===== src/sv/modular_exponentiation_macros.svh =====
// assertion macros used by the modular exponentiation controller
`ifndef MODULAR_EXPONENTIATION_MACROS_SVH
`define MODULAR_EXPONENTIATION_MACROS_SVH

// property checked on every clock edge outside reset
`define MODEXP_ASSERT(name, clk, rst, prop, msg) \
   name: assert property (@(posedge clk) disable iff (rst) prop) else $error(msg);

// property checked on every clock edge, reset included
`define MODEXP_ASSERT_ALWAYS(name, clk, prop, msg) \
   name: assert property (@(posedge clk) prop) else $error(msg);

`endif


===== src/sv/modexp_pkg.sv =====
// shared types and constants for the modular exponentiation block
`timescale 1ns / 1ps
`default_nettype none

package modexp_pkg;

   // register reset values before trimming to the word width
   localparam logic [63:0] EXPONENT_RESET = 64'd65537;
   localparam logic [63:0] MODULUS_RESET  = 64'd9173503;
   // smallest modulus the block will hold
   localparam logic [63:0] MODULUS_MIN    = 64'd2;

   // register indexes on the csr port
   localparam logic REG_EXPONENT = 1'b0;
   localparam logic REG_MODULUS  = 1'b1;

   // where a finished modular product is written
   typedef enum logic [1:0] {
      DST_NONE = 2'b00,
      DST_BASE = 2'b01,
      DST_R    = 2'b10
   } modexp_dst_type;

   // controller to datapath commands
   typedef struct packed {
      logic           load;      // new item: start reduction, copy exponent
      logic           step;      // one add-and-double step of the multiplier
      logic           setup_sq;  // operands r, r
      logic           setup_mul; // operands r, base
      modexp_dst_type dst;       // destination of the product on its last step
      logic           e_shift;   // move to the next exponent bit
      logic           out_load;  // copy r into the output register
   } modexp_cmd_type;

   // datapath to controller status
   typedef struct packed {
      logic e_msb;               // current exponent bit
   } modexp_status_type;

endpackage

`default_nettype wire


===== src/sv/modexp_ifs.sv =====
// request and response channel interfaces
`timescale 1ns / 1ps
`default_nettype none

interface modexp_req_if #(parameter int unsigned WORD_BITS = 32);
   logic                 valid;
   logic                 ready;
   logic [WORD_BITS-1:0] value;

   modport source (output valid, output value, input ready);
   modport sink   (input valid, input value, output ready);
endinterface

interface modexp_rsp_if #(parameter int unsigned WORD_BITS = 32);
   logic                 valid;
   logic                 ready;
   logic [WORD_BITS-1:0] result;

   modport source (output valid, output result, input ready);
   modport sink   (input valid, input result, output ready);
endinterface

`default_nettype wire


===== src/sv/modexp_csr.sv =====
// apb-style register file holding exponent and modulus
`timescale 1ns / 1ps
`default_nettype none

module modexp_csr
   import modexp_pkg::*;
#(
   parameter int unsigned WORD_BITS,
   parameter int unsigned DATA_BITS,
   parameter int unsigned ADDR_BITS
) (
   input  wire logic                 clock,
   input  wire logic                 reset,
   input  wire logic                 csr_psel,
   input  wire logic                 csr_penable,
   input  wire logic                 csr_pwrite,
   input  wire logic [ADDR_BITS-1:0] csr_paddr,
   input  wire logic [DATA_BITS-1:0] csr_pwdata,
   output logic      [DATA_BITS-1:0] csr_prdata,
   output logic                      csr_pready,
   output logic      [WORD_BITS-1:0] exponent,
   output logic      [WORD_BITS-1:0] modulus
);

   localparam logic [WORD_BITS-1:0] EXP_RESET = WORD_BITS'(EXPONENT_RESET);
   localparam logic [WORD_BITS-1:0] MOD_MIN   = WORD_BITS'(MODULUS_MIN);
   localparam logic [WORD_BITS-1:0] MOD_RAW   = WORD_BITS'(MODULUS_RESET);
   localparam logic [WORD_BITS-1:0] MOD_RESET = (MOD_RAW < MOD_MIN) ? MOD_MIN : MOD_RAW;

   logic [WORD_BITS-1:0] exponent_ff, exponent_in;
   logic [WORD_BITS-1:0] modulus_ff, modulus_in;
   logic                 wr_en;
   logic                 reg_sel;
   logic [WORD_BITS-1:0] wdata;

   assign csr_pready = 1'b1;
   assign wr_en      = csr_psel & csr_penable & csr_pwrite & csr_pready;
   assign reg_sel    = csr_paddr[ADDR_BITS-1];
   assign wdata      = WORD_BITS'(csr_pwdata);

   // register write decode, modulus held at two or more
   always_comb begin
      exponent_in = exponent_ff;
      modulus_in  = modulus_ff;
      if (wr_en) begin
         case (reg_sel)
            REG_EXPONENT: begin
               exponent_in = wdata;
            end
            REG_MODULUS: begin
               modulus_in = (wdata < MOD_MIN) ? MOD_MIN : wdata;
            end
            default: begin
               exponent_in = exponent_ff;
            end
         endcase
      end
   end

   always_ff @(posedge clock) begin
      if (reset) begin
         exponent_ff <= EXP_RESET;
         modulus_ff  <= MOD_RESET;
      end else begin
         exponent_ff <= exponent_in;
         modulus_ff  <= modulus_in;
      end
   end

   // read mux
   always_comb begin
      case (reg_sel)
         REG_EXPONENT: csr_prdata = DATA_BITS'(exponent_ff);
         REG_MODULUS:  csr_prdata = DATA_BITS'(modulus_ff);
         default:      csr_prdata = '0;
      endcase
   end

   assign exponent = exponent_ff;
   assign modulus  = modulus_ff;

endmodule

`default_nettype wire


===== src/sv/modexp_dp.sv =====
// datapath: bit-serial modular multiplier, operand and result registers
`timescale 1ns / 1ps
`default_nettype none

module modexp_dp
   import modexp_pkg::*;
#(
   parameter int unsigned WORD_BITS
) (
   input  wire logic                 clock,
   input  wire modexp_cmd_type       cmd,
   output modexp_status_type         status,
   input  wire logic [WORD_BITS-1:0] value,
   input  wire logic [WORD_BITS-1:0] exponent,
   input  wire logic [WORD_BITS-1:0] modulus,
   output logic      [WORD_BITS-1:0] result
);

   logic [WORD_BITS-1:0] a_ff, a_in;       // multiplicand
   logic [WORD_BITS-1:0] b_ff, b_in;       // multiplier, scanned from the top
   logic [WORD_BITS-1:0] acc_ff, acc_in;   // running product
   logic [WORD_BITS-1:0] base_ff, base_in; // reduced input value
   logic [WORD_BITS-1:0] r_ff, r_in;       // exponentiation result
   logic [WORD_BITS-1:0] e_ff, e_in;       // exponent, scanned from the top
   logic [WORD_BITS-1:0] result_ff, result_in;

   logic [WORD_BITS:0]   dbl_sum;
   logic [WORD_BITS-1:0] dbl;
   logic [WORD_BITS-1:0] addend;
   logic [WORD_BITS:0]   add_sum;
   logic [WORD_BITS-1:0] acc_next;

   // one step: acc = 2*acc mod m, then add a mod m when the b bit is set
   always_comb begin
      dbl_sum  = {acc_ff, 1'b0};
      dbl      = (dbl_sum >= {1'b0, modulus}) ? WORD_BITS'(dbl_sum - {1'b0, modulus})
                                              : WORD_BITS'(dbl_sum);
      addend   = b_ff[WORD_BITS-1] ? a_ff : '0;
      add_sum  = {1'b0, dbl} + {1'b0, addend};
      acc_next = (add_sum >= {1'b0, modulus}) ? WORD_BITS'(add_sum - {1'b0, modulus})
                                              : WORD_BITS'(add_sum);
   end

   // register updates by command
   always_comb begin
      a_in      = a_ff;
      b_in      = b_ff;
      acc_in    = acc_ff;
      base_in   = base_ff;
      r_in      = r_ff;
      e_in      = e_ff;
      result_in = result_ff;
      if (cmd.load) begin
         // reduction is a product with multiplicand one
         a_in   = WORD_BITS'(1);
         b_in   = value;
         acc_in = '0;
         e_in   = exponent;
         r_in   = WORD_BITS'(1);
      end else if (cmd.setup_sq) begin
         a_in   = r_ff;
         b_in   = r_ff;
         acc_in = '0;
      end else if (cmd.setup_mul) begin
         a_in   = r_ff;
         b_in   = base_ff;
         acc_in = '0;
      end else if (cmd.step) begin
         acc_in = acc_next;
         b_in   = {b_ff[WORD_BITS-2:0], 1'b0};
      end
      case (cmd.dst)
         DST_BASE: base_in = acc_next;
         DST_R:    r_in    = acc_next;
         default:  base_in = base_ff;
      endcase
      if (cmd.e_shift) begin
         e_in = {e_ff[WORD_BITS-2:0], 1'b0};
      end
      if (cmd.out_load) begin
         result_in = r_ff;
      end
   end

   always_ff @(posedge clock) begin
      a_ff      <= a_in;
      b_ff      <= b_in;
      acc_ff    <= acc_in;
      base_ff   <= base_in;
      r_ff      <= r_in;
      e_ff      <= e_in;
      result_ff <= result_in;
   end

   assign status.e_msb = e_ff[WORD_BITS-1];
   assign result       = result_ff;

endmodule

`default_nettype wire


===== src/sv/modexp_ctrl.sv =====
// controller: sequences reduction, squares and multiplies, owns the handshakes
`timescale 1ns / 1ps
`default_nettype none
`include "modular_exponentiation_macros.svh"

module modexp_ctrl
   import modexp_pkg::*;
#(
   parameter int unsigned WORD_BITS
) (
   input  wire logic        clock,
   input  wire logic        reset,
   input  wire logic        req_valid,
   output logic             req_ready,
   output logic             rsp_valid,
   input  wire logic        rsp_ready,
   output modexp_cmd_type   cmd,
   input  wire modexp_status_type status
);

   localparam int unsigned CNT_BITS = $clog2(WORD_BITS);
   localparam logic [CNT_BITS-1:0] CNT_LAST = CNT_BITS'(WORD_BITS - 1);

   typedef enum logic [6:0] {
      ST_IDLE      = 7'b0000001,
      ST_REDUCE    = 7'b0000010,
      ST_SQ_SETUP  = 7'b0000100,
      ST_SQ_RUN    = 7'b0001000,
      ST_MUL_SETUP = 7'b0010000,
      ST_MUL_RUN   = 7'b0100000,
      ST_FINISH    = 7'b1000000
   } state_type;

   state_type           state_ff, state_in;
   logic [CNT_BITS-1:0] step_cnt_ff, step_cnt_in;
   logic [CNT_BITS-1:0] bit_cnt_ff, bit_cnt_in;
   logic                rsp_valid_ff, rsp_valid_in;
   logic                step_last;
   logic                bit_last;

   assign step_last = (step_cnt_ff == CNT_LAST);
   assign bit_last  = (bit_cnt_ff == CNT_LAST);

   // next state and commands
   always_comb begin
      state_in    = state_ff;
      step_cnt_in = step_cnt_ff;
      bit_cnt_in  = bit_cnt_ff;
      req_ready   = 1'b0;
      cmd         = '0;
      cmd.dst     = DST_NONE;
      case (state_ff)
         ST_IDLE: begin
            req_ready = 1'b1;
            if (req_valid) begin
               cmd.load    = 1'b1;
               step_cnt_in = '0;
               bit_cnt_in  = '0;
               state_in    = ST_REDUCE;
            end
         end
         ST_REDUCE: begin
            cmd.step    = 1'b1;
            step_cnt_in = step_cnt_ff + 1'b1;
            if (step_last) begin
               cmd.dst     = DST_BASE;
               step_cnt_in = '0;
               state_in    = ST_SQ_SETUP;
            end
         end
         ST_SQ_SETUP: begin
            cmd.setup_sq = 1'b1;
            state_in     = ST_SQ_RUN;
         end
         ST_SQ_RUN: begin
            cmd.step    = 1'b1;
            step_cnt_in = step_cnt_ff + 1'b1;
            if (step_last) begin
               cmd.dst     = DST_R;
               step_cnt_in = '0;
               if (status.e_msb) begin
                  state_in = ST_MUL_SETUP;
               end else begin
                  cmd.e_shift = 1'b1;
                  bit_cnt_in  = bit_cnt_ff + 1'b1;
                  state_in    = bit_last ? ST_FINISH : ST_SQ_SETUP;
               end
            end
         end
         ST_MUL_SETUP: begin
            cmd.setup_mul = 1'b1;
            state_in      = ST_MUL_RUN;
         end
         ST_MUL_RUN: begin
            cmd.step    = 1'b1;
            step_cnt_in = step_cnt_ff + 1'b1;
            if (step_last) begin
               cmd.dst     = DST_R;
               cmd.e_shift = 1'b1;
               step_cnt_in = '0;
               bit_cnt_in  = bit_cnt_ff + 1'b1;
               state_in    = bit_last ? ST_FINISH : ST_SQ_SETUP;
            end
         end
         ST_FINISH: begin
            // hand off once the output register is free or being emptied
            if (!rsp_valid_ff || rsp_ready) begin
               cmd.out_load = 1'b1;
               state_in     = ST_IDLE;
            end
         end
         default: begin
            state_in = ST_IDLE;
         end
      endcase
   end

   // output register valid flag
   always_comb begin
      rsp_valid_in = rsp_valid_ff;
      if (cmd.out_load) begin
         rsp_valid_in = 1'b1;
      end else if (rsp_ready) begin
         rsp_valid_in = 1'b0;
      end
   end

   always_ff @(posedge clock) begin
      if (reset) begin
         state_ff     <= ST_IDLE;
         step_cnt_ff  <= '0;
         bit_cnt_ff   <= '0;
         rsp_valid_ff <= 1'b0;
      end else begin
         state_ff     <= state_in;
         step_cnt_ff  <= step_cnt_in;
         bit_cnt_ff   <= bit_cnt_in;
         rsp_valid_ff <= rsp_valid_in;
      end
   end

   assign rsp_valid = rsp_valid_ff;

   // checks
   `MODEXP_ASSERT_ALWAYS(a_reset_clears, clock, reset |=> (!rsp_valid_ff && state_ff == ST_IDLE), "reset did not clear controller")
   `MODEXP_ASSERT(a_accept_starts, clock, reset, (req_valid && req_ready) |=> (state_ff == ST_REDUCE && step_cnt_ff == '0), "accepted transfer did not start reduction")
   `MODEXP_ASSERT(a_no_overwrite, clock, reset, cmd.out_load |-> (!rsp_valid_ff || rsp_ready), "output register overwritten before transfer")
   `MODEXP_ASSERT(a_cnt_range, clock, reset, (step_cnt_ff <= CNT_LAST) && (bit_cnt_ff <= CNT_LAST), "counter past word width")

endmodule

`default_nettype wire


===== src/sv/modular_exponentiation.sv =====
// top level: value^exponent mod modulus by square-and-multiply
//
//   channel   direction  transfer / access
//   req_chan  in         value, on valid & ready
//   rsp_chan  out        result, on valid & ready
//   csr_*     in/out     apb read and write of exponent (index 0) or modulus (index 1)
//
// one item at a time; the bit-serial modular multiplier does one add-and-double
// step per cycle.
// the next item is taken while a finished result still waits on rsp_chan.
// synchronous reset restores exponent 65537 and modulus 9173503, no clearing pass.
`timescale 1ns / 1ps
`default_nettype none

module modular_exponentiation
   import modexp_pkg::*;
#(
   parameter  int unsigned WORD_BITS = 32,
   localparam int unsigned DATA_BITS = (WORD_BITS > 32) ? 64 : 32,
   localparam int unsigned ADDR_BITS = (WORD_BITS > 32) ? 4 : 3
) (
   input  wire logic                 clock,
   input  wire logic                 reset,
   modexp_req_if.sink                req_chan,
   modexp_rsp_if.source              rsp_chan,
   input  wire logic                 csr_psel,
   input  wire logic                 csr_penable,
   input  wire logic                 csr_pwrite,
   input  wire logic [ADDR_BITS-1:0] csr_paddr,
   input  wire logic [DATA_BITS-1:0] csr_pwdata,
   output logic      [DATA_BITS-1:0] csr_prdata,
   output logic                      csr_pready
);

   logic [WORD_BITS-1:0] exponent;
   logic [WORD_BITS-1:0] modulus;
   modexp_cmd_type       cmd;
   modexp_status_type    status;

   // configuration registers
   modexp_csr #(
      .WORD_BITS (WORD_BITS),
      .DATA_BITS (DATA_BITS),
      .ADDR_BITS (ADDR_BITS)
   ) u_csr (
      .clock       (clock),
      .reset       (reset),
      .csr_psel    (csr_psel),
      .csr_penable (csr_penable),
      .csr_pwrite  (csr_pwrite),
      .csr_paddr   (csr_paddr),
      .csr_pwdata  (csr_pwdata),
      .csr_prdata  (csr_prdata),
      .csr_pready  (csr_pready),
      .exponent    (exponent),
      .modulus     (modulus)
   );

   // sequencer
   modexp_ctrl #(
      .WORD_BITS (WORD_BITS)
   ) u_ctrl (
      .clock     (clock),
      .reset     (reset),
      .req_valid (req_chan.valid),
      .req_ready (req_chan.ready),
      .rsp_valid (rsp_chan.valid),
      .rsp_ready (rsp_chan.ready),
      .cmd       (cmd),
      .status    (status)
   );

   // arithmetic
   modexp_dp #(
      .WORD_BITS (WORD_BITS)
   ) u_dp (
      .clock    (clock),
      .cmd      (cmd),
      .status   (status),
      .value    (req_chan.value),
      .exponent (exponent),
      .modulus  (modulus),
      .result   (rsp_chan.result)
   );

endmodule

`default_nettype wire

===== src/flat_wrapper.sv =====
// flat-port wrapper written by rule: the top's interface ports become plain ports
module modular_exponentiation_flat import modexp_pkg::*;
#(
   parameter  int unsigned WORD_BITS = 32,
   localparam int unsigned DATA_BITS = (WORD_BITS > 32) ? 64 : 32,
   localparam int unsigned ADDR_BITS = (WORD_BITS > 32) ? 4 : 3
)
  (clock, reset, csr_psel, csr_penable, csr_pwrite, csr_paddr, csr_pwdata, csr_prdata, csr_pready, req_chan_valid, req_chan_value, req_chan_ready, rsp_chan_valid, rsp_chan_result, rsp_chan_ready);
  modexp_req_if #(.WORD_BITS(WORD_BITS)) req_chan_i ();
  modexp_rsp_if #(.WORD_BITS(WORD_BITS)) rsp_chan_i ();
  input  wire logic clock;
  input  wire logic reset;
  input  wire logic csr_psel;
  input  wire logic csr_penable;
  input  wire logic csr_pwrite;
  input  wire logic [ADDR_BITS-1:0] csr_paddr;
  input  wire logic [DATA_BITS-1:0] csr_pwdata;
  output logic      [DATA_BITS-1:0] csr_prdata;
  output logic csr_pready;
  input wire logic [$bits(req_chan_i.valid)-1:0] req_chan_valid;
  input wire logic [$bits(req_chan_i.value)-1:0] req_chan_value;
  output wire logic [$bits(req_chan_i.ready)-1:0] req_chan_ready;
  output wire logic [$bits(rsp_chan_i.valid)-1:0] rsp_chan_valid;
  output wire logic [$bits(rsp_chan_i.result)-1:0] rsp_chan_result;
  input wire logic [$bits(rsp_chan_i.ready)-1:0] rsp_chan_ready;
  assign req_chan_i.valid = req_chan_valid;
  assign req_chan_i.value = req_chan_value;
  assign req_chan_ready = req_chan_i.ready;
  assign rsp_chan_valid = rsp_chan_i.valid;
  assign rsp_chan_result = rsp_chan_i.result;
  assign rsp_chan_i.ready = rsp_chan_ready;
  modular_exponentiation #(.WORD_BITS(WORD_BITS)) u_core (.clock(clock), .reset(reset), .req_chan(req_chan_i), .rsp_chan(rsp_chan_i), .csr_psel(csr_psel), .csr_penable(csr_penable), .csr_pwrite(csr_pwrite), .csr_paddr(csr_paddr), .csr_pwdata(csr_pwdata), .csr_prdata(csr_prdata), .csr_pready(csr_pready));
endmodule

===== config.mk =====
export PLATFORM = sky130hd
export DESIGN_NAME = modular_exponentiation_flat
export DESIGN_NICKNAME = d
export VERILOG_FILES = /design/src/sv/modexp_pkg.sv /design/src/sv/modexp_ifs.sv /design/src/sv/modexp_csr.sv /design/src/sv/modexp_dp.sv /design/src/sv/modexp_ctrl.sv /design/src/sv/modular_exponentiation.sv /design/src/flat_wrapper.sv
export VERILOG_INCLUDE_DIRS = /design/src /design/src/sv
export SDC_FILE = /design/constraint.sdc
export NUM_CORES = 1
export LEC_CHECK = 0
export BUFFER_PORTS_ARGS = -buffer_cell sky130_fd_sc_hd__buf_2
export CAP_MARGIN = 20
export CORE_UTILIZATION = 66
export DETAILED_ROUTE_END_ITERATION = 8
export PLACE_DENSITY = 0.89
export SLEW_MARGIN = 20
export SYNTH_ARGS = -nofsm -noshare
export SYNTH_HDL_FRONTEND = slang
export SYNTH_HIERARCHICAL = 1
export SYNTH_SLANG_ARGS = --single-unit

===== constraint.sdc =====
create_clock -name clock -period 15.4 [get_ports clock]
set_input_delay 3.08 -clock clock [delete_from_list [all_inputs] [get_ports clock]]
set_output_delay 3.08 -clock clock [all_outputs]
set_load 0.01 [all_outputs]

==> results of run 1 <==
layout make-up:
cell class              count  area share [%]
inverters                  93            1.71
flip-flops and latches    306            37.8
multi-input cells        1539            48.4
repair buffers            154            3.98
clock buffers              49            5.31
clock inverters            13           0.539
well taps                 372            2.28
cell families (layout without fill, tap and decap cells):
family | Yosys count | count (layout)
flops | 306 | 306
fa+ha+maj | 103 | 103
buf+inv | 197 | 309
compound gates | 565 | 565
simple gates | 693 | 693
xor+xnor | 81 | 81
mux | 96 | 96
other cells | 1 | 1
critical path, delay by kind of cell, from the launching register on:
| kind | cells | cell delay [ns] |
|---|---|---|
| AO/OA/AOI/OAI | 15 | 4.35 |
| AND/OR/NAND/NOR | 6 | 1.17 |
| buffers and inverters | 3 | 0.73 |
| XOR/XNOR | 1 | 0.29 |
| adder cells (fa/ha/maj) | 3 | 1.25 |
| multiplexers | 2 | 0.78 |
| flip-flops | 1 | 0.41 |
metal layers:
layer  track usage [%]  share of wire (%)  vias up
met2              52.4                 44      762
li1                  -                  -     7513
met5                 0                  0        -
met1              49.2                 45     7352
met4              7.94                2.1        0
met3              3.44                8.4       64
layout by cell type (no fill, tap or decap), types with 7 or more instances in the layout:
master / instances
and2_1: 40
xor2_1: 36
o21ai_0: 141
o211ai_1: 10
nor2b_1: 21
or3_1: 9
nand2_1: 310
nand3b_1: 26
o21bai_1: 8
mux2_2: 33
edfxtp_1: 159
and4_1: 7
a21oi_1: 222
a31oi_1: 8
inv_1: 92
or2_2: 7
clkbuf_16: 40
o21ai_1: 7
ha_1: 100
nand2b_1: 17
mux2i_1: 57
dfxtp_1: 147
a21o_1: 32
a22o_1: 32
buf_2: 137
o31ai_1: 9
xnor2_1: 45
nor2_1: 130
nand4_1: 17
o21a_1: 14
and3_1: 11
a211oi_1: 14
nor4_1: 15
nand3_1: 26
buf_4: 17
nor3_1: 27
power by group through the flow:
stage	Sequential, mW	Combinational [mW]	Clock [mW]
2_1_floorplan	1.05	2.15	0
3_3_place_gp	1.06	2.84	0
3_5_place_dp	1.07	2.90	0
4_1_cts	1.05	2.92	0.856
5_1_grt	1.06	3.20	0.885
6_report	1.05	3.00	0.848
path summary, 6_finish.rpt:
kind	from	end	slack, ns
setup / recovery	u_core/u_csr/modulus[1]	u_core/u_dp/r_ff[31]	6.11
hold / removal	u_core/u_dp/a_ff[15]	u_core/u_dp/a_ff[15]	0.46
setup reg to reg	u_core/u_csr/modulus[1]	u_core/u_dp/r_ff[31]	6.11
hold reg to reg	u_core/u_dp/a_ff[15]	u_core/u_dp/a_ff[15]	0.46
through the flow:
| stage | area, sq um | instances | power (mW) | hold WS [ns] |
|---|---|---|---|---|
| after floorplan | 18400 | 2042 | 3.21 | 0.427 |
| final | 20400 | 2526 | 4.90 | 0.456 |
| after global routing | 20400 | 2526 | 5.14 | 0.470 |
| after CTS | 20400 | 2526 | 4.83 | 0.455 |
| after global placement | 19200 | 2464 | 3.91 | 0.434 |
| after detailed placement | 19200 | 2464 | 3.96 | 0.441 |
sequential cells by signal, indices dropped and copies added (netlist names):
name,cells
u_core/u_csr/exponent,32
u_core/u_csr/modulus,32
u_core/u_ctrl/bit_cnt_ff,5
u_core/u_ctrl/rsp_valid,1
u_core/u_ctrl/state_ff,7
u_core/u_ctrl/step_cnt_ff,5
u_core/u_dp/a_ff,32
u_core/u_dp/acc_ff,32
u_core/u_dp/b_ff,32
u_core/u_dp/base_ff,32
u_core/u_dp/e_ff,32
u_core/u_dp/r_ff,32
u_core/u_dp/result,32
==> flow_metrics.tcl, run 1 <==
set metrics [dict create \
    status "complete, no violations" \
    yosys-top-cells-count "nand2_1 (310), a21oi_1 (222), edfxtp_1 (159)" \
    synth-compound-area-share_pct 19.0 \
    overflow 0 \
    yosys-mux-area-fraction_pct 5.57 \
    antenna_found_initial 0 \
    numCtsBuffers 34 \
    clkPwrFrac_pct 17.3 \
    nNetsFinal 2305 \
    cts_tree "built" \
    max_freq_mhz 108 \
    cpPeakStageDelay_ns 0.79 \
    required_ns 15.64 \
    core_sq_um 27200 \
    dieArea_sq_um 28500 \
    regArea_sq_um 7720 \
    yosysTopAreaCell "edfxtp_1" \
    start_util_pct 67.7 \
    tightestPinTransition_ns 1.05 \
    synth_top_flop_cell "edfxtp_1" \
    multi_input_area_sq_um 9900 \
    relSlewSlack_pct 30.0 \
    crit_path_end_kind "flip-flop" \
    ctsResizeCount 0 \
    hold_viol_final 0 \
    fin_skew_ns 0.0153 \
    synth_top_area_share_pct 26.0 \
    timing_worst_setup_path_type "reg2reg" \
    die_w_microns 169 \
    fp.dieH_microns 169 \
    worst_slack_ns 6.11 \
    worstPathMaxFanout 60 \
    drt-initial-drc-count 1551 \
    yosysUniqueCellTypes 89 \
    dp_hpwl_microns 34500 \
    avgSynthCellArea_sq_um 9.01 \
    avgViaCountPerCell 6.21 \
    worst-r2r-cell-count 30 \
    ctsHtreeMaxLevel 2 \
    power.density_nw_per_um2 240 \
    grt_pass1_vias 14300 \
    num_antenna_cells 0 \
    gr-usage-all-layers_pct 33.2 \
    critPathLaunchType "flip-flop" \
    final_util_pct 75.2 \
    switchingPower_mw 2.34 \
    synth_fp_nets 2219 \
    cpMaxStageDelayCell "a2111oi_0" \
    dr.pass1.iters 6 \
    routed_wirelength_microns 48000 \
    synth-adder-area-share_pct 7.13 \
    port_buffers 137 \
    cp.arrival_ns 9.53 \
    setup_viol 0 \
    vias 15700 \
    internal_power_mw 2.56 \
    cts_hold_buffers 0 \
    drv_cap 0 \
    area_growth_pct 11.1 \
    async_reset_ff_share_pct 0 \
    synth_top_family_by_area "compound AO/OA/AOI/OAI gates" \
    synth_warnings 6 \
    synth.most_common_cell "nand2_1" \
    p_seq_share_pct 21.5 \
    synthTopCellsByArea "edfxtp_1 (26%), dfxtp_1 (16%), ha_1 (6.8%), nand2_1 (6.3%), a21oi_1 (6.0%)" \
    fin_crit_sh_pct 60.3 \
    p_comb_share_pct 61.2 \
    min_period_ns 9.29 \
    clkLatencyLatePin_ns 0.51 \
    drc_errors 0 \
    ant_nets 0 \
    fill_cells 1985 \
    drv_slew 0 \
    avgRoutedWirePerCell_microns 19.0 \
    cts_setup_buffers 0 \
    synth_cells 2042 \
    synth_xor_area_share_pct 3.86 \
    yosysSeqAreaShare_pct 42.0 \
    io-pin-count 141 \
    synth_edf_count 159 \
    tns_ns 0 \
    grt_pass1_wl_microns 75300 \
    root_buffer "clkbuf_16" \
    hp-class "reg2reg" \
    hold-path-cell-count 2 \
    clk_transition_reported_paths_ns 0.07 \
    rsz0062_at_grt "no" \
    rows 60 \
    peakVddDrop_v 0.000299 \
    syn_area_sq_um 18400 \
    leakage_nw 8.57 \
    ys_seq_elements 306 \
    clock-sinks 306 \
    routabilityCongestion 0.948 \
    synth_simple_gate_area_share_pct 18.0 \
    clockBufferDepth 3 \
    layout-drive-gt1-share_pct 13.2 \
    grt_max_degree 89 \
    switching_share_pct 47.7 \
    place_ws_ns 6.45 \
]
No activity file was read; power rests on OpenSTA's default activity.
==> run 2, diff against run 1 <==
Settings changed: CORE_UTILIZATION 66 to 61, PLACE_DENSITY 0.89 to 0.84.
Clock period 15.4 ns to 8.75 ns, I/O delays scaled along.
==> flow_metrics.tcl, run 2 (synthesis results as in run 1) <==
set metrics [dict create \
    fin_crit_sh_pct 95.2 \
    rsz0062_at_grt "no" \
    drv_slew 0 \
    grt_busiest_layer "met2" \
    timing_worst_setup_path_type "reg2reg" \
    rows 63 \
    fp.dieH_microns 176 \
    switching_share_pct 47.9 \
    min_period_ns 8.33 \
    cts_hold_buffers 0 \
    hold_viol_final 0 \
    cp.arrival_ns 8.58 \
    max_freq_mhz 120 \
    internal_power_mw 4.67 \
    grt_pass1_wl_microns 76500 \
    drc_errors 0 \
    cpPeakStageDelay_ns 0.53 \
    die_w_microns 176 \
    crit_path_end_kind "flip-flop" \
    layout-drive-gt1-share_pct 13.6 \
    setup_viol 0 \
    power.density_nw_per_um2 437 \
    clock-sinks 306 \
    fill_cells 2356 \
    root_buffer "clkbuf_16" \
    critPathLaunchType "flip-flop" \
    drv_cap 0 \
    avgViaCountPerCell 6.20 \
    area_growth_pct 11.5 \
    worstHoldStart "u_core/u_dp/a_ff[27]" \
    clkLatencyLatePin_ns 0.52 \
    vias 15800 \
    numCtsBuffers 34 \
    post-place-cells 2488 \
    grtUsageMet2_pct 48.4 \
    grt_pass1_vias 14600 \
    start_util_pct 62.1 \
    final_cell_mix "nand2_1 (310), a21oi_1 (222), edfxtp_1 (159)" \
    ctsHtreeMaxLevel 2 \
    port_buffers 137 \
    cp-startpoint "u_core/u_csr/modulus[30]" \
    dr.pass1.iters 6 \
    antenna_found_initial 0 \
    num_antenna_cells 0 \
    tns_ns 0 \
    final_common_cell "nand2_1" \
    cts_tree "built" \
    drt-initial-drc-count 1587 \
    p_comb_share_pct 62.9 \
    final_util_pct 69.2 \
    dp_hpwl_microns 35300 \
    multi_input_area_sq_um 9920 \
    cpMaxStageDelayCell "a2111oi_1" \
    hp-class "reg2reg" \
    regArea_sq_um 7720 \
    nNetsFinal 2313 \
    clkPwrFrac_pct 16.4 \
    r2r-start "u_core/u_csr/modulus[30]" \
    gr-usage-all-layers_pct 31.4 \
    grt_use_met3_pct 4.37 \
    relSlewSlack_pct 30.6 \
    status "complete, no violations" \
    tightestPinTransition_ns 1.04 \
    path_common_cell "o21ai_0" \
    overflow 0 \
    clk_transition_reported_paths_ns 0.06 \
    required_ns 9.01 \
    worstPathMaxFanout 27 \
    avgRoutedWirePerCell_microns 19.2 \
    place_ws_ns 0.335 \
    leakage_nw 8.57 \
    switchingPower_mw 4.29 \
    io-pin-count 141 \
    ant_nets 0 \
    dieArea_sq_um 30800 \
    stdcell_count 2550 \
    routed_wirelength_microns 49000 \
    fin_skew_ns 0.0160 \
    p_seq_share_pct 20.8 \
    core_sq_um 29600 \
    grt_max_degree 94 \
    clockBufferDepth 3 \
    fin_total_pwr_mw 8.95 \
    worst_slack_ns 0.424 \
    peakVddDrop_v 0.000759 \
    routabilityCongestion 0.976 \
    met1_usage_pct 45.7 \
]
==> run 2: cell count changes in the layout (fill, tap and decap cells not counted), sizes merged <==
cell      previous run  this run
clkbuf              49        41
buf                154       162
bufinv               1         4
clkinvlp             1         4
==> run 2: power by group through the flow <==
stage                     Combinational, mW  Sequential, mW  Clock [mW]
final                                  5.63            1.86        1.47
after global routing                   6.01            1.87        1.54
after CTS                              5.38            1.86        1.48
after detailed placement               5.34            1.88           0
after global placement                 5.24            1.88           0
after floorplan                        3.79            1.86           0
==> run 2: timing repair <==
item,4_1_cts,5_1_grt
setup endpoints to repair,0,71
setup buffers,0,2
resized for setup,0,6
==> run 2: layout make-up <==
class | instances | share of cell area [%]
Multi-Input combinational cell | 1539 | 48.4
Sequential cell | 306 | 37.6
Clock buffer | 41 | 4.48
Timing Repair Buffer | 162 | 4.32
Tap cell | 390 | 2.38
Inverter | 93 | 1.70
Clock inverter | 19 | 1.06
==> run 2: worst paths after layout <==
path / endpoint / slack (ns) / cells past startpoint
setup / recovery: u_core/u_dp/r_ff[31] / 0.42 / 30
hold / removal: u_core/u_dp/a_ff[27] / 0.45 / 2
setup reg to reg: u_core/u_dp/r_ff[31] / 0.42 / 30
hold reg to reg: u_core/u_dp/a_ff[27] / 0.45 / 2
==> run 2: metrics by stage <==
| step | cell area, sq um | hold slack [ns] |
|---|---|---|
| 2_1_floorplan | 18400 | 0.427 |
| 3_3_place_gp | 19300 | 0.435 |
| 3_5_place_dp | 19300 | 0.441 |
| 4_1_cts | 20500 | 0.451 |
| 5_1_grt | 20500 | 0.470 |
| 6_report | 20500 | 0.453 |
==> run 2: layer usage <==
metal | share of wire (%) | up-vias
met5 | 0 | -
met4 | 2.6 | 0
met3 | 9.1 | 73
met2 | 44 | 757
met1 | 45 | 7480
li1 | - | 7511
==> run 2: worst max-delay path: cells and delay by family (launching register included) <==
kind            cells  cell delay (ns)
compound gates     13             3.09
simple gates        9             2.36
fa+ha+maj           3             1.16
buf+inv             3             0.52
flops               1             0.35
mux                 1             0.33
xor+xnor            1             0.28
==> run 3, diff against run 2 <==
Settings changed: ABC_AREA set to 0, REMOVE_ABC_BUFFERS set to 1.
==> flow_metrics.tcl, run 3 (synthesis results as in run 1) <==
set metrics [dict create \
    cpLargestDelayFamily "compound AO/OA/AOI/OAI gates" \
    avgViaCountPerCell 6.20 \
    dp_hpwl_microns 35200 \
    cp.arrival_ns 8.59 \
    hp-class "reg2reg" \
    fp.dieH_microns 176 \
    clk_transition_reported_paths_ns 0.06 \
    routabilityCongestion 0.974 \
    timing_worst_setup_path_type "reg2reg" \
    numCtsBuffers 30 \
    relSlewSlack_pct 29.9 \
    dr.pass1.iters 6 \
    nNetsFinal 2325 \
    worstPathMaxFanout 6 \
    grt_pass1_vias 15200 \
    fin_total_pwr_mw 8.73 \
    dieArea_sq_um 30800 \
    routed_wirelength_microns 50400 \
    multi_input_area_sq_um 9910 \
    clock-sinks 306 \
    fin_crit_sh_pct 94.9 \
    grt_pass1_wl_microns 79700 \
    port_buffers 137 \
    setup_viol 0 \
    core_sq_um 29600 \
    drc_errors 0 \
    drv_slew 0 \
    fill_cells 2314 \
    cpPeakStageDelay_ns 0.52 \
    num_antenna_cells 0 \
    peakVddDrop_v 0.000573 \
    hold_viol_final 0 \
    tns_ns 0 \
    root_buffer "clkbuf_16" \
    final_common_cell "nand2_1" \
    crit_path_end_kind "flip-flop" \
    critPathLaunchType "flip-flop" \
    io-pin-count 141 \
    tightestPinTransition_ns 1.05 \
    place_ws_ns 0.531 \
    regArea_sq_um 7720 \
    max_freq_mhz 120 \
    ctsHtreeMaxLevel 1 \
    cts_hold_buffers 0 \
    ant_nets 0 \
    min_period_ns 8.30 \
    cts_tree "built" \
    gr-usage-all-layers_pct 32.4 \
    cp_num_buf_inv 3 \
    power.density_nw_per_um2 424 \
    final_cell_mix "nand2_1 (310), a21oi_1 (222), edfxtp_1 (159)" \
    die_w_microns 176 \
    vias 15900 \
    avgRoutedWirePerCell_microns 19.7 \
    clkLatencyLatePin_ns 0.57 \
    path_common_cell "o21ai_0" \
    fin_skew_ns 0.0246 \
    leakage_nw 8.66 \
    cpMaxStageDelayCell "fa_1" \
    clockBufferDepth 3 \
    overflow 0 \
    required_ns 9.04 \
    drv_cap 0 \
    antenna_found_initial 0 \
    grt_max_degree 86 \
    drt-initial-drc-count 1291 \
    layout-drive-gt1-share_pct 14.0 \
    status "complete, no violations" \
    area_growth_pct 12.0 \
    start_util_pct 62.1 \
    worst_slack_ns 0.447 \
    rows 63 \
]
==> run 3: changes by cell type in the layout (fill, tap and decap cells not counted), moves of 3 or more <==
cell and delta:
inv_6 -3, bufinv_16 +3, clkinvlp_4 -3, clkbuf_16 -4
buf_4 +14, clkinv_2 +4
==> run 3: metal layers <==
layer	GRT usage, %	share of wire [%]
met3	3.33	7.0
met5	0	0
met4	7.97	1.6
met1	44.8	43
met2	54.4	48
==> run 3: worst paths after layout <==
path / depth (start not counted) / from / end / slack (ns)
min reg2reg: 2 / u_core/u_dp/a_ff[30] / u_core/u_dp/a_ff[30] / 0.45
min: 2 / u_core/u_dp/a_ff[30] / u_core/u_dp/a_ff[30] / 0.45
max: 30 / u_core/u_csr/modulus[10] / u_core/u_dp/r_ff[31] / 0.45
max reg2reg: 30 / u_core/u_csr/modulus[10] / u_core/u_dp/r_ff[31] / 0.45
==> run 3: cell type report <==
type | instances | area share [%]
tap | 390 | 2.37
multi-input combinational | 1539 | 48.1
sequential | 306 | 37.4
clock buffer | 39 | 4.10
timing repair buffer | 178 | 5.00
clock inverter | 17 | 1.28
inverter | 93 | 1.69
==> run 3: power breakdown <==
| group | switching [mW] | internal, mW | total (mW) |
|---|---|---|---|
| Sequential | 0.0687 | 1.79 | 1.86 |
| Combinational | 3.29 | 2.14 | 5.43 |
| Clock | 0.559 | 0.885 | 1.44 |
==> run 3: worst reg2reg max path: cells and delay by family, from the launching register on <==
family / cells / cell delay (ns)
multiplexers: 2 / 0.73
flip-flops: 1 / 0.35
AO/OA/AOI/OAI: 16 / 4.00
XOR/XNOR: 1 / 0.22
buffers and inverters: 3 / 0.40
adder cells (fa/ha/maj): 3 / 1.28
AND/OR/NAND/NOR: 5 / 1.04
==> run 3: repair_timing <==
action / in CTS / in global routing
endpoints found under the setup margin: 0 / 32
buffers inserted: 0 / 0
gates resized for setup: 0 / 4
==> run 3: per-stage QoR <==
stage	area (sq um)	hold slack (ns)	cells	utilization, %
2_1_floorplan	17900	0.427	1938	-
3_3_place_gp	19500	0.436	2505	65.6
3_5_place_dp	19500	0.440	2505	65.6
4_1_cts	20600	0.450	2561	69.4
5_1_grt	20600	0.469	2562	69.5
6_report	20600	0.447	2562	69.5
